**src/hdl/utcd_pkg.sv**
```systemverilog
// utcd_pkg: shared constants, stage item types and the month table for the
// UTC date to epoch seconds pipeline. No dependencies.

package utcd_pkg;

   // calendar constants
   localparam int unsigned YearBase    = 1900;
   localparam int unsigned EpochDayNum = 719528;  // day number of 1970-01-01
   localparam int unsigned DaysPerYear = 365;
   localparam int unsigned SecsPerDay  = 86400;
   localparam int unsigned SecsPerHour = 3600;
   localparam int unsigned SecsPerMin  = 60;
   localparam int unsigned MonthsPerYr = 12;
   localparam int unsigned YearsPerCen = 100;

   // reciprocal for month / 12, exact over 0..255
   localparam int unsigned Div12Mul   = 171;
   localparam int unsigned Div12Shift = 11;

   // reciprocal for year / 100, exact over 0..4095
   localparam int unsigned Div100Mul   = 5243;
   localparam int unsigned Div100Shift = 19;

   // field widths
   localparam int unsigned YearsW  = 10;
   localparam int unsigned MonthW  = 8;
   localparam int unsigned DayW    = 5;
   localparam int unsigned HourW   = 5;
   localparam int unsigned MinW    = 6;
   localparam int unsigned SecW    = 6;
   localparam int unsigned EpSecW  = 36;
   localparam int unsigned EpDayW  = 20;

   // internal widths
   localparam int unsigned YoffW   = 11;  // years since 1900 plus carried years
   localparam int unsigned YearW   = 12;  // full year, up to 2944
   localparam int unsigned CentW   = 5;   // year / 100 - 19 fits, full value up to 29
   localparam int unsigned MonW    = 4;   // month 0..11
   localparam int unsigned HmsW    = 17;  // hour, minute and second in seconds
   localparam int unsigned DaySumW = 22;  // signed working width of the day sum

   // after the month split
   typedef struct packed {
      logic [YoffW-1:0]  yoff;
      logic [MonW-1:0]   month;
      logic [DayW-1:0]   day;
      logic [HourW-1:0]  hour;
      logic [MinW-1:0]   minute;
      logic [SecW-1:0]   second;
   } split_type;

   // after the century counts
   typedef struct packed {
      logic [YearW-1:0]  year;
      logic [CentW-1:0]  cent_prev;   // (year - 1) / 100
      logic [CentW-1:0]  cent;        // year / 100
      logic [MonW-1:0]   month;
      logic [DayW-1:0]   day;
      logic [HmsW-1:0]   hms;
   } year_type;

   // after the day sum
   typedef struct packed {
      logic signed [EpDayW-1:0] days;
      logic [HmsW-1:0]          hms;
   } days_type;

   // days before the first of each month in a common year
   function automatic logic [8:0] month_start(input logic [MonW-1:0] m);
      logic [8:0] r;
      case (m)
         4'd0:    r = 9'd0;
         4'd1:    r = 9'd31;
         4'd2:    r = 9'd59;
         4'd3:    r = 9'd90;
         4'd4:    r = 9'd120;
         4'd5:    r = 9'd151;
         4'd6:    r = 9'd181;
         4'd7:    r = 9'd212;
         4'd8:    r = 9'd243;
         4'd9:    r = 9'd273;
         4'd10:   r = 9'd304;
         4'd11:   r = 9'd334;
         default: r = 9'd0;
      endcase
      return r;
   endfunction

endpackage

```
**src/hdl/utc_date_to_epoch_seconds.sv**
```systemverilog
// Converts a broken-down UTC calendar time (years since 1900, zero-based
// month, day, hour, minute, second) into signed days and seconds since
// 1970-01-01 under proleptic Gregorian rules. A month index of 12 or more
// carries into the year; no field is range checked and out-of-range values
// add linearly. One item is taken every clock cycle while req_stall is low;
// each result shows on the rsp outputs after passing the four register stages
// (month split, century counts, day sum, seconds scaling). rsp_stall holds a
// stage only while it and every stage after it hold an item, and reaches
// req_stall in the same cycle when all four are full; empty stages keep
// filling while the output is stalled.
// Depends on utcd_pkg, utcd_split, utcd_year, utcd_days and utcd_secs.

module utc_date_to_epoch_seconds (
   input  logic                                clock,
   input  logic                                reset,
   input  logic                                req_valid,
   output logic                                req_stall,
   input  logic [utcd_pkg::YearsW-1:0]         req_years_since_1900,
   input  logic [utcd_pkg::MonthW-1:0]         req_month_index,
   input  logic [utcd_pkg::DayW-1:0]           req_day_of_month,
   input  logic [utcd_pkg::HourW-1:0]          req_hour_of_day,
   input  logic [utcd_pkg::MinW-1:0]           req_minute_of_hour,
   input  logic [utcd_pkg::SecW-1:0]           req_second_of_minute,
   output logic                                rsp_valid,
   input  logic                                rsp_stall,
   output logic signed [utcd_pkg::EpSecW-1:0]  rsp_epoch_seconds,
   output logic signed [utcd_pkg::EpDayW-1:0]  rsp_epoch_days
);

   logic                 split_valid;
   logic                 split_stall;
   utcd_pkg::split_type  split_item;
   logic                 year_valid;
   logic                 year_stall;
   utcd_pkg::year_type   year_item;
   logic                 days_valid;
   logic                 days_stall;
   utcd_pkg::days_type   days_item;

   // month split
   utcd_split u_split (
      .clock     (clock),
      .reset     (reset),
      .in_valid  (req_valid),
      .in_stall  (req_stall),
      .in_years  (req_years_since_1900),
      .in_month  (req_month_index),
      .in_day    (req_day_of_month),
      .in_hour   (req_hour_of_day),
      .in_minute (req_minute_of_hour),
      .in_second (req_second_of_minute),
      .out_valid (split_valid),
      .out_stall (split_stall),
      .out_item  (split_item)
   );

   // full year and century counts
   utcd_year u_year (
      .clock     (clock),
      .reset     (reset),
      .in_valid  (split_valid),
      .in_stall  (split_stall),
      .in_item   (split_item),
      .out_valid (year_valid),
      .out_stall (year_stall),
      .out_item  (year_item)
   );

   // day count since the epoch
   utcd_days u_days (
      .clock     (clock),
      .reset     (reset),
      .in_valid  (year_valid),
      .in_stall  (year_stall),
      .in_item   (year_item),
      .out_valid (days_valid),
      .out_stall (days_stall),
      .out_item  (days_item)
   );

   // seconds and result register
   utcd_secs u_secs (
      .clock       (clock),
      .reset       (reset),
      .in_valid    (days_valid),
      .in_stall    (days_stall),
      .in_item     (days_item),
      .out_valid   (rsp_valid),
      .out_stall   (rsp_stall),
      .out_seconds (rsp_epoch_seconds),
      .out_days    (rsp_epoch_days)
   );

endmodule

```
**src/hdl/utcd_split.sv**
```systemverilog
// utcd_split: first pipeline stage, splits the month index into carried
// years and month of year. Depends on utcd_pkg.

module utcd_split (
   input  logic                          clock,
   input  logic                          reset,
   input  logic                          in_valid,
   output logic                          in_stall,
   input  logic [utcd_pkg::YearsW-1:0]   in_years,
   input  logic [utcd_pkg::MonthW-1:0]   in_month,
   input  logic [utcd_pkg::DayW-1:0]     in_day,
   input  logic [utcd_pkg::HourW-1:0]    in_hour,
   input  logic [utcd_pkg::MinW-1:0]     in_minute,
   input  logic [utcd_pkg::SecW-1:0]     in_second,
   output logic                          out_valid,
   input  logic                          out_stall,
   output utcd_pkg::split_type           out_item
);

   logic                 valid_ff;
   utcd_pkg::split_type  item_ff;
   utcd_pkg::split_type  item_in;
   logic [15:0]          quot_prod;
   logic [4:0]           quot;
   logic [7:0]           rem;

   // month / 12 by reciprocal, remainder by subtraction
   always_comb begin
      quot_prod      = 16'(in_month) * 16'(utcd_pkg::Div12Mul);
      quot           = quot_prod[15:11];
      rem            = in_month - 8'(quot) * 8'(utcd_pkg::MonthsPerYr);
      item_in.yoff   = utcd_pkg::YoffW'(in_years) + utcd_pkg::YoffW'(quot);
      item_in.month  = rem[utcd_pkg::MonW-1:0];
      item_in.day    = in_day;
      item_in.hour   = in_hour;
      item_in.minute = in_minute;
      item_in.second = in_second;
   end

   // stage holds while its item waits downstream
   assign in_stall  = valid_ff & out_stall;
   assign out_valid = valid_ff;
   assign out_item  = item_ff;

   always_ff @(posedge clock) begin
      if (reset) begin
         valid_ff <= 1'b0;
      end else if (!in_stall) begin
         valid_ff <= in_valid;
      end
   end

   always_ff @(posedge clock) begin
      if (!in_stall && in_valid) begin
         item_ff <= item_in;
      end
   end

endmodule

```
**src/hdl/utcd_year.sv**
```systemverilog
// utcd_year: second pipeline stage, forms the full year, the century counts
// and the time of day in seconds. Depends on utcd_pkg.

module utcd_year (
   input  logic                 clock,
   input  logic                 reset,
   input  logic                 in_valid,
   output logic                 in_stall,
   input  utcd_pkg::split_type  in_item,
   output logic                 out_valid,
   input  logic                 out_stall,
   output utcd_pkg::year_type   out_item
);

   logic                            valid_ff;
   utcd_pkg::year_type              item_ff;
   utcd_pkg::year_type              item_in;
   logic [utcd_pkg::YearW-1:0]      year;
   logic [utcd_pkg::YearW-1:0]      year_prev;
   logic [24:0]                     cent_prod;
   logic [24:0]                     cent_prev_prod;

   // year / 100 and (year - 1) / 100 by reciprocal
   always_comb begin
      year           = utcd_pkg::YearW'(in_item.yoff) + utcd_pkg::YearW'(utcd_pkg::YearBase);
      year_prev      = year - utcd_pkg::YearW'(1);
      cent_prod      = 25'(year) * 25'(utcd_pkg::Div100Mul);
      cent_prev_prod = 25'(year_prev) * 25'(utcd_pkg::Div100Mul);
      item_in.year      = year;
      item_in.cent      = cent_prod[23:19];
      item_in.cent_prev = cent_prev_prod[23:19];
      item_in.month     = in_item.month;
      item_in.day       = in_item.day;
      item_in.hms       = utcd_pkg::HmsW'(in_item.hour) * utcd_pkg::HmsW'(utcd_pkg::SecsPerHour)
                        + utcd_pkg::HmsW'(in_item.minute) * utcd_pkg::HmsW'(utcd_pkg::SecsPerMin)
                        + utcd_pkg::HmsW'(in_item.second);
   end

   assign in_stall  = valid_ff & out_stall;
   assign out_valid = valid_ff;
   assign out_item  = item_ff;

   always_ff @(posedge clock) begin
      if (reset) begin
         valid_ff <= 1'b0;
      end else if (!in_stall) begin
         valid_ff <= in_valid;
      end
   end

   always_ff @(posedge clock) begin
      if (!in_stall && in_valid) begin
         item_ff <= item_in;
      end
   end

endmodule

```
**src/hdl/utcd_days.sv**
```systemverilog
// utcd_days: third pipeline stage, leap test and signed day count since the
// epoch. Depends on utcd_pkg.

module utcd_days (
   input  logic                clock,
   input  logic                reset,
   input  logic                in_valid,
   output logic                in_stall,
   input  utcd_pkg::year_type  in_item,
   output logic                out_valid,
   input  logic                out_stall,
   output utcd_pkg::days_type  out_item
);

   logic                                valid_ff;
   utcd_pkg::days_type                  item_ff;
   utcd_pkg::days_type                  item_in;
   logic [utcd_pkg::YearW-1:0]          year_prev;
   logic [utcd_pkg::YearW-1:0]          cent_years;
   logic                                leap;
   logic                                leap_add;
   logic signed [utcd_pkg::DaySumW-1:0] day_sum;

   always_comb begin
      year_prev  = in_item.year - utcd_pkg::YearW'(1);
      cent_years = utcd_pkg::YearW'(in_item.cent) * utcd_pkg::YearW'(utcd_pkg::YearsPerCen);
      // divisible by 4, and not a century unless divisible by 400
      leap       = (in_item.year[1:0] == 2'b00)
                 && ((cent_years != in_item.year) || (in_item.cent[1:0] == 2'b00));
      leap_add   = leap && (in_item.month >= utcd_pkg::MonW'(2));
      // day number of the date minus that of the epoch
      day_sum = $signed(utcd_pkg::DaySumW'(in_item.year) *
                        utcd_pkg::DaySumW'(utcd_pkg::DaysPerYear))
              + $signed(utcd_pkg::DaySumW'(year_prev[utcd_pkg::YearW-1:2]))
              - $signed(utcd_pkg::DaySumW'(in_item.cent_prev))
              + $signed(utcd_pkg::DaySumW'(in_item.cent_prev[utcd_pkg::CentW-1:2]))
              + $signed(utcd_pkg::DaySumW'(utcd_pkg::month_start(in_item.month)))
              + $signed(utcd_pkg::DaySumW'(in_item.day))
              + $signed(utcd_pkg::DaySumW'(leap_add))
              - $signed(utcd_pkg::DaySumW'(utcd_pkg::EpochDayNum));
      item_in.days = day_sum[utcd_pkg::EpDayW-1:0];
      item_in.hms  = in_item.hms;
   end

   assign in_stall  = valid_ff & out_stall;
   assign out_valid = valid_ff;
   assign out_item  = item_ff;

   always_ff @(posedge clock) begin
      if (reset) begin
         valid_ff <= 1'b0;
      end else if (!in_stall) begin
         valid_ff <= in_valid;
      end
   end

   always_ff @(posedge clock) begin
      if (!in_stall && in_valid) begin
         item_ff <= item_in;
      end
   end

endmodule

```
**src/hdl/utcd_secs.sv**
```systemverilog
// utcd_secs: last pipeline stage, scales days to seconds and adds the time
// of day; this is the result register. Depends on utcd_pkg.

module utcd_secs (
   input  logic                                clock,
   input  logic                                reset,
   input  logic                                in_valid,
   output logic                                in_stall,
   input  utcd_pkg::days_type                  in_item,
   output logic                                out_valid,
   input  logic                                out_stall,
   output logic signed [utcd_pkg::EpSecW-1:0]  out_seconds,
   output logic signed [utcd_pkg::EpDayW-1:0]  out_days
);

   localparam int unsigned ProdW = utcd_pkg::EpSecW + 2;

   logic                               valid_ff;
   logic signed [utcd_pkg::EpSecW-1:0] secs_ff;
   logic signed [utcd_pkg::EpDayW-1:0] days_ff;
   logic signed [utcd_pkg::EpSecW-1:0] secs_in;
   logic signed [ProdW-1:0]            days_ext;
   logic signed [ProdW-1:0]            secs_full;

   // days * 86400 + time of day
   always_comb begin
      days_ext  = ProdW'(in_item.days);
      secs_full = days_ext * $signed(ProdW'(utcd_pkg::SecsPerDay))
                + $signed(ProdW'(in_item.hms));
      secs_in   = secs_full[utcd_pkg::EpSecW-1:0];
   end

   assign in_stall    = valid_ff & out_stall;
   assign out_valid   = valid_ff;
   assign out_seconds = secs_ff;
   assign out_days    = days_ff;

   always_ff @(posedge clock) begin
      if (reset) begin
         valid_ff <= 1'b0;
      end else if (!in_stall) begin
         valid_ff <= in_valid;
      end
   end

   always_ff @(posedge clock) begin
      if (!in_stall && in_valid) begin
         secs_ff <= secs_in;
         days_ff <= in_item.days;
      end
   end

endmodule

```
**config.mk**
```make
export PLATFORM = sky130hd
export DESIGN_NAME = utc_date_to_epoch_seconds
export DESIGN_NICKNAME = d
export VERILOG_FILES = /design/src/hdl/utcd_pkg.sv /design/src/hdl/utc_date_to_epoch_seconds.sv /design/src/hdl/utcd_split.sv /design/src/hdl/utcd_year.sv /design/src/hdl/utcd_days.sv /design/src/hdl/utcd_secs.sv
export SDC_FILE = /design/constraint.sdc
export NUM_CORES = 1
export LEC_CHECK = 0
export BUFFER_PORTS_ARGS = -buffer_cell sky130_fd_sc_hd__buf_4
export CORE_MARGIN = 2
export CORE_UTILIZATION = 40
export CTS_BUF_LIST = sky130_fd_sc_hd__clkbuf_2
export CTS_CLUSTER_DIAMETER = 80
export CTS_CLUSTER_SIZE = 28
export DETAILED_ROUTE_END_ITERATION = 12
export GPL_TIMING_DRIVEN = 0
export HOLD_SLACK_MARGIN = 0.02
export PLACE_DENSITY = 0.65
export SETUP_SLACK_MARGIN = 0.5
export SLEW_MARGIN = 20
export SYNTH_ARGS = -nofsm -noshare
export SYNTH_HDL_FRONTEND = slang
export SYNTH_SLANG_ARGS = --single-unit
```
**constraint.sdc**
```tcl
create_clock -name clock -period 8.3 [get_ports clock]
set_clock_uncertainty 0.1 [all_clocks]
set_input_delay 0.415 -clock clock [delete_from_list [all_inputs] [get_ports clock]]
set_output_delay 0.415 -clock clock [all_outputs]
set_load 0.02 [all_outputs]
```
==> metrics <==
Worst R2R Path Depth 29; die span in y about 250 um; Tmin final 7.33 ns; initial antenna violation count 1; NumNets Final 3,161; drt wl/cell between 10 and 15 um; Worst path depth 29; Final setup viols 0; ys async rst share 0%; Core Area 57,700 um^2; crit path launch type flip-flop; fraction of layout cells with a size suffix above 1 8.43%; Area Growth Syn to Fin 12.4%; synth warn 0; Slowest cell on crit path edfxtp_1; final antenna-violating net count 0; clock buffer count from CTS 17; status complete, no violations; vias in the first global route 15,600; min-delay src req_day_of_month[4]; EDFF count, synth 178; WP data required 8.89 ns; sum of buffers and inverters on the critical path 5; Main synth FF type edfxtp_1; HPWL Detailed 37.0 mm; count of pins over their slew limit 0; Fin. Hold Viols 0; Die Wd approximately 250 um; DR vias 14,800; post-synth top area share 26.2%; Die Area 60,200 um^2; Worst Hold Class in -> reg; post-DR vias/cell 4.67; Clock Tree Buf Depth 2; Worst path max stage delay 0.51 ns; DRC 0; H-tree Lvls 4; Least-Margin Pin Slew 0.764 ns; Critical Path Sink Type flip-flop; Mapped Area 23,300 um^2; FMAX roughly 140 MHz; total global routing overflow 0; Synth top cells by count inv_1 (582), ha_1 (487), fa_1 (245); CTS Sinks between 150 and 200; Routed WL 43.2 mm; crit path kind reg -> reg; relative max-transition margin between 40% and 50%; Iter 0 DRT Violations 507; reg-to-reg startpoint u_year.out_item[27]; Final Non-Filler Cells 3,163; area leader, netlist ha_1; CP Max Fanout 4; crit path from u_year.out_item[27]; DP Cell Count between 3,000 and 4,000; Initial DRT Pass Iterations 5; RSZ-0062 raised after global routing no; Setup crit end u_days.out_item[36]; most common cell in the synthesized netlist inv_1; IO Port Bufs approximately 100; CP top delay family adder cells; Syn Inst Count 2,187; clock latency on the worst-skew pair 0.88 ns; Syn Nets 2,963; Synth Register Bits 191; gr usage total 15.2%; syn avg cell area between 10 and 15 um^2; Synth cell types 75; sequential fraction of the synthesis area 24.1%; number of primary I/O pins roughly 100; GP Congestion 0.862; Setup TNS 0 ns; pin count of the biggest net entering global routing 35; Reg2Reg Setup Slack 0.97 ns; WHS Path Cells 2; first-pass GRT wire length roughly 74 mm; CTS tree built; Reg clk slew, reported paths roughly 0.26 ns; reg2reg end u_days.out_item[36]; MaxCap Viol Count 0; Root Driver clkbuf_2; dominant cells by area after synthesis ha_1 (26%), edfxtp_1 (23%), fa_1 (21%); worst path arrival time ~7.9 ns; Tcrit/Tclk final 88.3%; starting density of the core 40.4%; row cnt 88
==> worst min-delay path by stage <==
| stage | to | slack, ns |
|---|---|---|
| 2_1_floorplan | u_days.out_item[0] | 0.30 |
| 6_report | u_split.out_item[21] | 0.18 |
| 4_1_cts | u_split.out_item[0] | 0.02 |
| 3_5_place_dp | u_days.out_item[10] | 0.30 |
| 5_1_grt | u_split.out_item[0] | 0.07 |
| 3_3_place_gp | u_secs.out_seconds[1] | 0.30 |
==> sequential cells by signal, summed over array words and instances, names as in the netlist, named ones only <==
name,flops
u_secs.out_days,20
u_split.out_valid,1
u_year.out_valid,1
u_split.out_item,37
u_days.out_valid,1
u_secs.out_seconds,36
u_year.out_item,48
u_days.out_item,37
u_secs.out_valid,1
==> per-stage QoR <==
step	util [%]	hold WS (ns)	worst slack, ns	cell area, um^2
6_report	45.4	0.177	0.970	26200
3_5_place_dp	43.6	0.305	-0.110	25200
4_1_cts	45.2	0.0201	0.530	26100
5_1_grt	45.4	0.0717	0.527	26200
3_3_place_gp	43.4	0.304	-0.0664	25000
2_1_floorplan	-	0.300	1.43	23300
==> layer usage <==
metal / track usage, % / part of all wire, % / up-vias
li1: - / - / 7496
met1: 19.5 / 46 / 7070
met2: 27.1 / 50 / 159
met3: 1.94 / 2.1 / 39
met4: 3.33 / 1.3 / 0
met5: 0 / 0 / -
==> area by class of cell <==
type                       instances  area, um^2
multi-input combinational       1404       15600
sequential                       191        5610
inverter                         582        2190
clock buffer                      18        90.1
buffer                            10        55.1
timing repair buffer             179        1590
tap                              765         957
fill                            5416       31500
clock inverter                    13         115
antenna                            1        2.50
==> cells by family after synthesis <==
logic type,Yosys count,synth area share (%)
flip-flops,191,24.1
multiplexers,6,0.258
buffers and inverters,592,9.61
AND/OR/NAND/NOR,267,5.78
AO/OA/AOI/OAI,240,6.97
XOR/XNOR,159,6.12
adder cells (fa/ha/maj),732,47.2
==> layout by cell type (no fill, tap or decap), types with 5 or more instances in the layout <==
cell,n
nand2_1,71
o21bai_1,17
inv_1,580
nor2_1,62
buf_4,111
dlygate4sd3_1,64
nand3_1,25
o21ai_0,44
a21o_1,35
a31oi_1,8
edfxtp_1,178
and2_1,6
nor2b_1,13
fa_1,245
nand4_1,11
and3_1,13
mux2i_1,6
xnor2_1,119
o211ai_1,5
o31ai_1,5
dfxtp_1,13
ha_1,486
nor3_1,24
buf_2,5
clkbuf_2,18
o21a_1,7
or3_1,6
a21oi_1,67
xor2_1,29
==> repair_timing <==
item                                   4_1_cts  5_1_grt
resized for setup                            7       15
setup endpoints to repair                    5        9
cloned                                       0        0
setup buffers                                2        7
hold buffers                                64        0
pin swaps                                    1        2
endpoints found under the hold margin       93        0
Power is left out: the tool's default activity adds up to more than one toggle a clock period on the data nets, which glitch-free logic cannot reach.
